## config.mk

```make
export PLATFORM = sky130hd
export DESIGN_NAME = huf_ctrl
export DESIGN_NICKNAME = d
export VERILOG_FILES = /design/src/rtl/core/huf_pkg.sv /design/src/rtl/core/huf_ctrl.sv
export SDC_FILE = /design/constraint.sdc
export NUM_CORES = 1
export LEC_CHECK = 0
export BUFFER_PORTS_ARGS = -buffer_cell sky130_fd_sc_hd__buf_2
export CAP_MARGIN = 20
export CORE_AREA = 4 4 44 46
export CTS_CLUSTER_DIAMETER = 120
export DETAILED_ROUTE_END_ITERATION = 6
export DIE_AREA = 0 0 48 50
export GPL_TIMING_DRIVEN = 0
export MAX_ROUTING_LAYER = met4
export SKIP_CTS_REPAIR_TIMING = 1
export SKIP_LAST_GASP = 1
export SLEW_MARGIN = 20
export SYNTH_ARGS = -nofsm -noshare
export SYNTH_HDL_FRONTEND = slang
export SYNTH_SLANG_ARGS = --single-unit
```

## constraint.sdc

```tcl
create_clock -name clk -period 1.1 [get_ports clk]
set_input_delay 0.055 -clock clk [delete_from_list [all_inputs] [get_ports clk]]
set_output_delay 0.055 -clock clk [all_outputs]
set_load 0.01 [all_outputs]
```

## src/rtl/core/huf_pkg.sv

```systemverilog
// Shared command codes and controller/datapath interface types.
`default_nettype none
package huf_pkg;

	localparam int OP_W = 4;

	localparam logic [OP_W-1:0] OP_NONE   = 4'd0;
	localparam logic [OP_W-1:0] OP_LOAD   = 4'd1;
	localparam logic [OP_W-1:0] OP_READ   = 4'd2;
	localparam logic [OP_W-1:0] OP_SINGLE = 4'd3;
	localparam logic [OP_W-1:0] OP_MINIT  = 4'd4;
	localparam logic [OP_W-1:0] OP_SCAN   = 4'd5;
	localparam logic [OP_W-1:0] OP_MRG1   = 4'd6;
	localparam logic [OP_W-1:0] OP_MRG2   = 4'd7;
	localparam logic [OP_W-1:0] OP_MRG3   = 4'd8;
	localparam logic [OP_W-1:0] OP_WINIT  = 4'd9;
	localparam logic [OP_W-1:0] OP_WCHK   = 4'd10;
	localparam logic [OP_W-1:0] OP_WLC    = 4'd11;
	localparam logic [OP_W-1:0] OP_WWR    = 4'd12;

	typedef struct packed {
		logic [OP_W-1:0] op;
	} cmd_t;

	typedef struct packed {
		logic scan_done;
		logic merge_last;
		logic p_root;
		logic d_over;
		logic leaf_last;
		logic n_one;
	} status_t;

endpackage
`default_nettype wire

```

## src/rtl/core/huf_ctrl.sv

```systemverilog
// Controller state machine that sequences load, read, merge and code walk.
`default_nettype none
module huf_ctrl (
	input  wire logic           clk,
	input  wire logic           arst_n,
	input  wire logic           start,
	input  wire logic           action,
	input  wire logic           last_item,
	input  huf_pkg::status_t    status,
	output huf_pkg::cmd_t       cmd,
	output logic                busy
);
	import huf_pkg::*;

	localparam logic [3:0] S_IDLE  = 4'd0;
	localparam logic [3:0] S_BCHK  = 4'd1;
	localparam logic [3:0] S_SCAN  = 4'd2;
	localparam logic [3:0] S_MRG2  = 4'd3;
	localparam logic [3:0] S_MRG3  = 4'd4;
	localparam logic [3:0] S_WINIT = 4'd5;
	localparam logic [3:0] S_WCHK  = 4'd6;
	localparam logic [3:0] S_WLC   = 4'd7;
	localparam logic [3:0] S_WWR   = 4'd8;

	logic [3:0] state_q, state_d;

	always_comb begin
		state_d = state_q;
		cmd.op = OP_NONE;
		case (state_q)
			S_IDLE: begin
				if (start) begin
					if (action) begin
						cmd.op = OP_READ;
					end else begin
						cmd.op = OP_LOAD;
						if (last_item) state_d = S_BCHK;
					end
				end
			end
			S_BCHK: begin
				if (status.n_one) begin
					cmd.op = OP_SINGLE;
					state_d = S_IDLE;
				end else begin
					cmd.op = OP_MINIT;
					state_d = S_SCAN;
				end
			end
			S_SCAN: begin
				// The final compare lands before scan_done rises, so the merge can start here.
				if (status.scan_done) begin
					cmd.op = OP_MRG1;
					state_d = S_MRG2;
				end else begin
					cmd.op = OP_SCAN;
				end
			end
			S_MRG2: begin
				cmd.op = OP_MRG2;
				state_d = S_MRG3;
			end
			S_MRG3: begin
				cmd.op = OP_MRG3;
				state_d = status.merge_last ? S_WINIT : S_SCAN;
			end
			S_WINIT: begin
				cmd.op = OP_WINIT;
				state_d = S_WCHK;
			end
			S_WCHK: begin
				cmd.op = OP_WCHK;
				state_d = (status.p_root || status.d_over) ? S_WWR : S_WLC;
			end
			S_WLC: begin
				cmd.op = OP_WLC;
				state_d = S_WCHK;
			end
			S_WWR: begin
				cmd.op = OP_WWR;
				state_d = status.leaf_last ? S_IDLE : S_WCHK;
			end
			default: begin
				state_d = S_IDLE;
			end
		endcase
	end

	always_ff @(posedge clk or negedge arst_n) begin
		if (!arst_n) begin
			state_q <= S_IDLE;
		end else begin
			state_q <= state_d;
		end
	end

	assign busy = (state_q != S_IDLE);

endmodule
`default_nettype wire

```

==> results.md, run 1 <==
* Fillers at 170
* Register Area at 101 sq um
* CTS HTree Levels at 1
* Status: finished with violations
* Core Region at 1510 sq um
* CTS sink count at 4
* Die Height at 50 um
* Global Route Usage Sum at 0.101
* Setup WS post-layout at -0.304 ns
* Synth warn at 0
* Ant diodes at 0
* Clock skew at 0.00239 ns
* Number of synthesized register bits at 4
* R2R Setup Slk at -0.12 ns
* Final wirelength at 1060 um
* # port buffers at 15
* Simple-gate share of the synthesized area at 0.315
* Mapped Cells at 45
* Synth Area in Adders at 0
* CP Max Fanout at 6
* Int Pwr at 870 uW
* Post-route ant nets at 0
* Failing checks: negative setup slack
* Top post-synthesis cells by area: dfrtp_1, a211o_1, o32ai_2
* Xor/xnor share of the synthesized area at 0
* Largest net degree at the start of global routing at 11
* Setup WS pre-CTS at -0.0870 ns
* Mapped cell area at 378 sq um
* Worst Tran Pin Value at 0.215 ns
* Initial antenna violation count at 0
* Crit path kind: flop to output port
* First-pass GRT wire length at 1730 um
* Fin. max-slew vios at 0
* Tcrit/Tclk final at 1.28
* Clk slew on worst S/H paths at 0.04 ns
* DIE AREA at 2400 sq um
* Reg2reg path depth at 5
* Leakage power at 0.000249 uW
* Clock power share at 0.123
* Largest register by flop count: state_q
* CP Launch Type: flop
* Pwr dens at 2540 nW/um^2
* Gp weighted congestion at 0.736
* Routed length per instance at 12.8 um
* GRT Residual Overflow at 0
* Boundary Pins at 16
* Fmax at 0.712 GHz
* Seq pwr share at 0.184
* DIE WIDTH at 48 um
* Dominant cell type by area after synthesis: dfrtp_1
* CTS tree: done
* 1st-pass router iterations at 4
* CP endpoint kind: output port
* CTS Buf Count at 3
* Switching Share at 0.408
* Worst slew margin at 0.856
* Min-delay worst type: input pin to flop
* Initial Util at 0.251
* Max-Cap Viols at 0
* Avg Cell Area, Syn at 8.40 sq um
* RR Endpoint: state_q[1]
* Core Util, Final at 0.385
* Peak VDD IR at 1.07 mV
* FP Rows at 14
* DR iter-0 viols at 4
* Crit path required time at 1.04 ns
* Vias in the first global route at 372
* Worst Hold Path Cells at 4
* Final Hold Fails at 0
* Multi-input gate area at 272 sq um
* Remaining DRCs at 0
* Max FFs per register at 4
* Post-synthesis mux area share at 0.0265
* Pwr Total at 1470 uW
* Compound-Gate Fraction of Synth Area at 0.301
* Clk_lat worst skew at 0.24 ns
* Share of cells above drive strength 1 at 0.493
* Syn nets at 56
* Final setup violating endpoints at 8
* Setup_tns at -1.53 ns
* Top cell type's share of synthesized area at 0.265
* Worst hold path startpoint: status[1]
* Nets at 80
* Unique masters post-synth at 27
* Largest family of logic cells by synthesized area: simple AND/OR/NAND/NOR gates
* Worst r2r src: state_q[1]
* Post-layout min period at 1.40 ns
* Syn-to-layout area delta at 53.3%
* Sw power at 601 uW
* Root Driver: clkbuf_4
* Unrepaired setup endpoints after global routing: yes
* Worst Hold Endpoint: state_q[2]
* DR vias/cell at 5.25
* Crit path arrival time at 1.35 ns
* Seq/Total Area, Yosys at 0.265
* Vias at 436
* CTS max path bufs at 2
* Combinational share of power at 0.693
* Regs by FF count: state_q (4)
[critical path: stages (launching register included)]
cell and delay, ns:
dfrtp_2 0.43, nand3b_1 0.17, a211o_1 0.26, a21oi_1 0.11, buf_2 0.14
[how the worst max path moves through the flow]
stage / start / cells after the start / slack, ns / endpoint
global placement: state_q[0] / 4 / -0.11 / cmd[1]
global route: state_q[0] / 4 / -0.38 / cmd[1]
finish: state_q[0] / 4 / -0.30 / cmd[1]
detailed placement: state_q[1] / 5 / -0.09 / cmd[0]
floorplan: state_q[0] / 3 / 0.009 / cmd[1]
CTS: state_q[1] / 5 / -0.34 / cmd[0]
[synth_stat cells]
library cell and number:
dfrtp_1 4, nor2_1 4, a21oi_1 3, nand2_1 3, o21ai_0 3, a211o_1 2, buf_4 2, nand3b_1 2
nor2b_1 2, nor3b_1 2, o31ai_1 2, a22oi_1 1, a31oi_1 1, buf_2 1, buf_6 1, clkinv_1 1
mux2i_1 1, nand2b_1 1, nand4bb_1 1, nor3_1 1, nor3b_2 1, o211ai_1 1, o21ai_1 1, o31a_1 1
o32ai_2 1, or3_1 1, or3b_1 1
[cell families after synthesis]
logic type / count (synthesis)
muxes: 1
DFF: 4
buffers and inverters: 5
and+or+nand+nor: 19
AOI/OAI and AO/OA: 16
[routing by layer]
metal	GRT usage	routed length, um
met5	-	0
met3	0.0436	66
met1	0.144	484
met2	0.128	491
met4	0.0269	17
[per-stage QoR]
stage / instance area, sq um / hold WS, ns / instances
floorplan: 378 / -0.241 / 45
global placement: 473 / -0.139 / 76
detailed placement: 473 / -0.137 / 76
CTS: 495 / -0.385 / 79
global route: 579 / 0.171 / 83
finish: 579 / 0.140 / 83
[power by group through the flow]
stage               Combinational, uW  Sequential (uW)  Clock, uW
floorplan                         614              236          0
global placement                  822              255          0
detailed placement                832              256          0
CTS                               833              254        185
global route                     1120              282        200
finish                           1020              271        180
[cell type report]
cell class                      count  share of cell area
Buffer                              4              0.0778
Clock buffer                        3              0.0389
Inverter                            1             0.00648
Multi-Input combinational cell     36               0.469
Sequential cell                     4               0.175
Tap cell                           16              0.0346
Timing Repair Buffer               19               0.199
[cells in the final DEF, fill, tap and decap left out, drive strengths merged]
cell type    instances
o31ai                2
a211o                2
nand2b               1
o32ai                1
dfrtp                4
nand4bb              1
nor2b                2
o31a                 1
o211ai               1
clkinv               1
a22oi                1
nand2                3
dlygate4sd3          1
clkbuf               3
a31oi                1
buf                 22
nor2                 4
mux2i                1
a21oi                3
or3b                 1
o21ai                4
nor3                 1
nand3b               2
nor3b                3
or3                  1
(Power assumes the default switching activity.)
==> inputs of run 2 (changes only) <==
--- a/config.mk
+++ b/config.mk
@@ -7,12 +7,15 @@
 export LEC_CHECK = 0
 export BUFFER_PORTS_ARGS = -buffer_cell sky130_fd_sc_hd__buf_2
 export CAP_MARGIN = 20
-export CORE_AREA = 4 4 44 46
+export CELL_PAD_IN_SITES_DETAIL_PLACEMENT = 2
+export CELL_PAD_IN_SITES_GLOBAL_PLACEMENT = 2
+export CORE_AREA = 4 4 45 47
 export CTS_CLUSTER_DIAMETER = 120
 export DETAILED_ROUTE_END_ITERATION = 6
-export DIE_AREA = 0 0 48 50
+export DIE_AREA = 0 0 49 51
 export GPL_TIMING_DRIVEN = 0
 export MAX_ROUTING_LAYER = met4
+export PLACE_DENSITY_LB_ADDON = 0.1
 export SKIP_CTS_REPAIR_TIMING = 1
 export SKIP_LAST_GASP = 1
 export SLEW_MARGIN = 20
==> constraint.sdc (replaced) <==
create_clock -name clk -period 1.4 [get_ports clk]
set_input_delay 0.07 -clock clk [delete_from_list [all_inputs] [get_ports clk]]
set_output_delay 0.07 -clock clk [all_outputs]
set_load 0.01 [all_outputs]
==> run 2 against run 1 <==
  * The run still ends with negative setup slack left
  * Combinational power down 30%
  * Hold slack better by 0.039 ns
  * Global-route usage up 0.62 points
  * First-iteration DRC count up 25%
  * Largest power group unchanged
==> results.md, run 2 (synthesis results as in run 1) <==
* Status: finished with violations
* Final worst hold slack at 0.179 ns
* Remaining DRCs at 0
* DPL Wire Length at 936 um
* DIE AREA at 2500 sq um
* Worst slew margin at 0.840
* Regs by FF count: state_q (4)
* Leakage power at 0.000231 uW
* Largest register by flop count: state_q
* Crit path arrival time at 1.39 ns
* CP endpoint kind: output port
* Sw power at 463 uW
* Fillers at 198
* CTS max path bufs at 2
* Initial antenna violation count at 0
* Routed length per instance at 15.2 um
* Reg2reg path depth at 4
* CTS Buf Count at 3
* Failing checks: negative setup slack
* Global Route Usage Sum at 0.107
* Unrepaired setup endpoints after global routing: yes
* RR Endpoint: state_q[1]
* CP startpoint: state_q[0]
* Clk slew on worst S/H paths at 0.04 ns
* Root Driver: clkbuf_4
* Setup WS pre-CTS at 0.142 ns
* Gp weighted congestion at 0.672
* Crit path kind: flop to output port
* GRT Residual Overflow at 0
* Vias in the first global route at 443
* # port buffers at 15
* Nets at 78
* Setup WS post-layout at -0.0642 ns
* Fin. max-slew vios at 0
* First-pass GRT wire length at 2050 um
* 1st-pass router iterations at 4
* Tcrit/Tclk final at 1.05
* Core Region at 1650 sq um
* CP Max Fanout at 6
* Boundary Pins at 16
* Post-layout min period at 1.46 ns
* Switching Share at 0.434
* Final wirelength at 1250 um
* Initial Util at 0.229
* DR vias/cell at 5.01
* CTS HTree Levels at 1
* Worst Tran Pin Value at 0.234 ns
* Seq pwr share at 0.193
* Largest net degree at the start of global routing at 11
* Final setup violating endpoints at 3
* Pwr dens at 2030 nW/um^2
* Peak VDD IR at 0.891 mV
* Pwr Total at 1070 uW
* DIE WIDTH at 49 um
* FP Rows at 15
* Final Non-Filler Cells at 82
* Vias at 411
* Placed cell count at 77
* R2R Setup Slk at 0.20 ns
* Max FFs per register at 4
* Worst r2r src: state_q[2]
* Post-route ant nets at 0
* Commonest non-fill, non-tap cell in the layout: buf_2
* Clock skew at 0.00822 ns
* Clock power share at 0.133
* Share of cells above drive strength 1 at 0.415
* Clk_lat worst skew at 0.23 ns
* Most frequent cells in the layout: buf_2, nor2_1
* DR iter-0 viols at 5
* CP Launch Type: flop
* Fmax at 0.683 GHz
* CTS sink count at 4
* Min-delay worst type: input pin to async pin
* Crit path required time at 1.33 ns
* Int Pwr at 603 uW
* Setup_tns at -0.128 ns
* Max-Cap Viols at 0
* CTS tree: done
* Final Hold Fails at 0
* Combinational share of power at 0.674
* Ant diodes at 0
* Die Height at 51 um
* Syn-to-layout area delta at 39.1%
==> run 2: cell types whose count changed in the layout (fill, tap and decap cells not counted), sizes merged <==
cell  change
buf       -2
==> run 2: area by class of cell <==
class / instances / area [sq um] / area share
Multi-Input combinational cell: 36 / 246 / 0.469
Inverter: 1 / 3.75 / 0.00714
Clock buffer: 3 / 22.5 / 0.0429
Sequential cell: 4 / 101 / 0.193
Timing Repair Buffer: 17 / 96.3 / 0.183
Tap cell: 17 / 21.3 / 0.0405
Buffer: 4 / 33.8 / 0.0643
==> run 2: worst max-delay path by stage <==
stage,to,slack [ns],cells past startpoint
detailed placement,cmd[1],0.14,4
floorplan,cmd[1],0.29,3
global route,cmd[1],-0.13,4
finish,cmd[1],-0.06,4
CTS,cmd[1],-0.12,4
global placement,cmd[1],0.16,4
==> run 2: critical path: stages, from the launching register on <==
cell and delay (ns):
dfrtp_2 0.44, nand3b_1 0.18, a211o_1 0.26, a21oi_1 0.14
buf_2 0.14
==> run 2: routing by layer <==
metal,routed length (um),share of wire,GRT usage
met5,0,0,-
met3,67,0.054,0.0496
met2,624,0.50,0.189
met4,0,0,0.0135
met1,554,0.44,0.112
==> run 2: through the flow <==
stage | util | area, sq um
after floorplan | - | 378
after global placement | 0.287 | 474
after detailed placement | 0.287 | 474
after CTS | 0.301 | 497
after global routing | 0.318 | 526
final | 0.318 | 526
==> run 2: power groups by stage <==
stage / Clock, uW / Sequential, uW / Combinational [uW]
floorplan: 0 / 186 / 482
global placement: 0 / 202 / 682
detailed placement: 0 / 205 / 684
CTS: 150 / 204 / 692
global route: 164 / 214 / 797
finish: 142 / 206 / 718
==> inputs of run 3 (changes only) <==
--- a/config.mk
+++ b/config.mk
@@ -5,14 +5,15 @@
 export SDC_FILE = /design/constraint.sdc
 export NUM_CORES = 1
 export LEC_CHECK = 0
+export ABC_AREA = 1
 export BUFFER_PORTS_ARGS = -buffer_cell sky130_fd_sc_hd__buf_2
 export CAP_MARGIN = 20
 export CELL_PAD_IN_SITES_DETAIL_PLACEMENT = 2
 export CELL_PAD_IN_SITES_GLOBAL_PLACEMENT = 2
-export CORE_AREA = 4 4 45 47
+export CORE_AREA = 4 4 49 51
 export CTS_CLUSTER_DIAMETER = 120
 export DETAILED_ROUTE_END_ITERATION = 6
-export DIE_AREA = 0 0 49 51
+export DIE_AREA = 0 0 53 55
 export GPL_TIMING_DRIVEN = 0
 export MAX_ROUTING_LAYER = met4
 export PLACE_DENSITY_LB_ADDON = 0.1
==> run 3 against run 2 <==
  * Synthesized area increased by 17%
  * Worst setup slack improved by 0.068 ns
  * Cell count increased by 46%
  * Combinational power increased by 34%
  * Maximum frequency increased by 4.9%
  * Global-route usage decreased by 0.62 points
  * Sequential share of layout area decreased by 3.3 points
  * First-iteration DRC count decreased by 100%
  * Critical path depth increased by 2
  * Hold slack got worse by 0.065 ns
  * The flow now finishes without violations
  * Via count increased by 25%
==> results.md, run 3 <==
* Status: finished clean
* Final worst hold slack at 0.114 ns
* Setup WS post-layout at 0.00360 ns
* Seq/Total Area, Yosys at 0.227
* # port buffers at 15
* Compound-Gate Fraction of Synth Area at 0.0113
* Remaining DRCs at 0
* Asr flop ratio synth at 1.00
* Top cell type's share of synthesized area at 0.227
* Initial antenna violation count at 0
* Post-layout min period at 1.40 ns
* Mapped cell area at 442 sq um
* Leakage power at 0.000388 uW
* DIE WIDTH at 53 um
* Pwr dens at 2050 nW/um^2
* M2 GR Usage at 0.171
* Crit path largest cell delay at 0.48 ns
* List of most frequent post-synthesis cells: nand2_1, inv_1, nor2_1
* Top Usage Layer GRT: met2
* CTS tree: done
* RR Endpoint: state_q[1]
* Mapped Cells at 68
* Regs by FF count: state_q (4)
* DIE AREA at 2920 sq um
* Prevailing post-synth register cell: dfrtp_1
* Core Region at 1940 sq um
* DR vias/cell at 4.29
* Worst hold path startpoint: status[3]
* Syn nets at 79
* CP Launch Type: flop
* Worst Tran Pin Value at 0.256 ns
* R2R Setup Slk at 0.13 ns
* First-pass GRT wire length at 2090 um
* Syn-to-layout area delta at 47.3%
* Peak VDD IR at 0.577 mV
* Fmax at 0.716 GHz
* Post-route ant nets at 0
* Synth Area in Adders at 0
* Most common cell on crit path: nand2_1
* Crit path kind: flop to output port
* Clk slew on worst S/H paths at 0.04 ns
* Routed length per instance at 11.6 um
* Pwr Total at 1330 uW
* Register Area at 104 sq um
* Tcrit/Tclk final at 0.997
* Fin. max-slew vios at 0
* Clk_lat worst skew at 0.23 ns
* DR iter-0 viols at 0
* CP Max Fanout at 6
* Final setup violating endpoints at 0
* Worst Hold Path Cells at 3
* Final Hold Fails at 0
* Xor/xnor share of the synthesized area at 0
* CTS max path bufs at 2
* 1st-pass router iterations at 1
* Unrepaired setup endpoints after global routing: yes
* Count leader, synth: nand2_1
* Nets at 106
* CTS sink count at 4
* CTS Buf Count at 3
* Avg Cell Area, Syn at 6.50 sq um
* Max-Cap Viols at 0
* Die Height at 55 um
* Most frequent cells in the layout: nand2_1, buf_2, inv_1
* Core Util, Final at 0.335
* CTS HTree Levels at 1
* Ant diodes at 0
* Gp weighted congestion at 0.699
* Root Driver: clkbuf_4
* Max FFs per register at 4
* Multi-input gate area at 300 sq um
* DPL Wire Length at 1030 um
* Number of synthesized register bits at 4
* Initial Util at 0.227
* GRT Residual Overflow at 0
* FP Rows at 16
* Dominant cell type by area after synthesis: dfrtp_1
* Met3 Use GR at 0
* Largest family of logic cells by synthesized area: simple AND/OR/NAND/NOR gates
* Unique masters post-synth at 15
* Reg2reg path depth at 8
* Global Route Usage Sum at 0.101
* Vias in the first global route at 496
* Worst-path cell chain: nor2_4 -> nand2_1 -> nand2_1 -> nor2_1 -> nand2_1 -> buf_2
* Top post-synthesis cells by area: dfrtp_1, nand2_1, nand3_2
* Worst Hold Endpoint: state_q[3]
* Boundary Pins at 16
* Largest register by flop count: state_q
* Crit path required time at 1.33 ns
* Clock skew at 0.00281 ns
* Slowest CP cell: dfrtp_2
* Setup WS pre-CTS at 0.102 ns
* Vias at 515
* Commonest non-fill, non-tap cell in the layout: nand2_1
* Number of synthesized flops with an enable pin at 0
* Final wirelength at 1390 um
* CP endpoint kind: output port
* Simple-gate share of the synthesized area at 0.618
* Largest net degree at the start of global routing at 11
* Fillers at 266
* Worst r2r src: state_q[0]
* Share of cells above drive strength 1 at 0.462
* Synth warn at 0
* Post-synthesis mux area share at 0
* CP startpoint: state_q[3]
* Min-delay worst type: input pin to flop
* Worst slew margin at 0.828
* Crit path arrival time at 1.33 ns
* Global routing met1 resource utilization at 0.121
* Setup_tns at 0 ns
[run 3: routing by layer]
metal | up-vias | wire length [um]
li1 | 263 | -
met1 | 244 | 609
met2 | 8 | 740
met3 | 0 | 44
met4 | 0 | 0
met5 | - | 0
[run 3: final cells by class]
| class | instances | share of cell area |
|---|---|---|
| clock buffer | 3 | 0.0346 |
| inverter | 14 | 0.0808 |
| sequential | 4 | 0.160 |
| timing repair buffer | 21 | 0.194 |
| tap | 27 | 0.0519 |
| multi-input combinational | 50 | 0.462 |
| buffer | 1 | 0.0173 |
[run 3: worst max path at each step]
| stage | to | slack [ns] | cells past startpoint |
|---|---|---|---|
| 4_1_cts | cmd[1] | -0.15 | 7 |
| 5_1_grt | cmd[0] | -0.13 | 7 |
| 6_report | cmd[0] | 0.004 | 6 |
| 3_5_place_dp | cmd[1] | 0.10 | 7 |
| 2_1_floorplan | state_q[0] | 0.34 | 7 |
| 3_3_place_gp | cmd[1] | 0.11 | 6 |
[run 3: per-stage QoR]
stage,cells,area (sq um)
4_1_cts,113,573
6_report,120,651
2_1_floorplan,68,442
5_1_grt,120,651
3_3_place_gp,110,551
3_5_place_dp,110,551
[run 3: worst max-delay path: cells and delay by family (launching register included)]
kind          cells  cell delay [ns]
buf+inv           1             0.12
flops             1             0.48
simple gates      5             0.50
[run 3: cells by family after synthesis]
family / after synthesis
simple gates: 48
compound gates: 1
flops: 4
buf+inv: 15
[run 3: power breakdown]
group / total (uW) / switching [uW] / internal (uW) / leakage, uW
sequential: 234 / 69.1 / 164 / 0.0000477
clock: 140 / 43.9 / 95.7 / 0.0000138
combinational: 960 / 544 / 416 / 0.000327
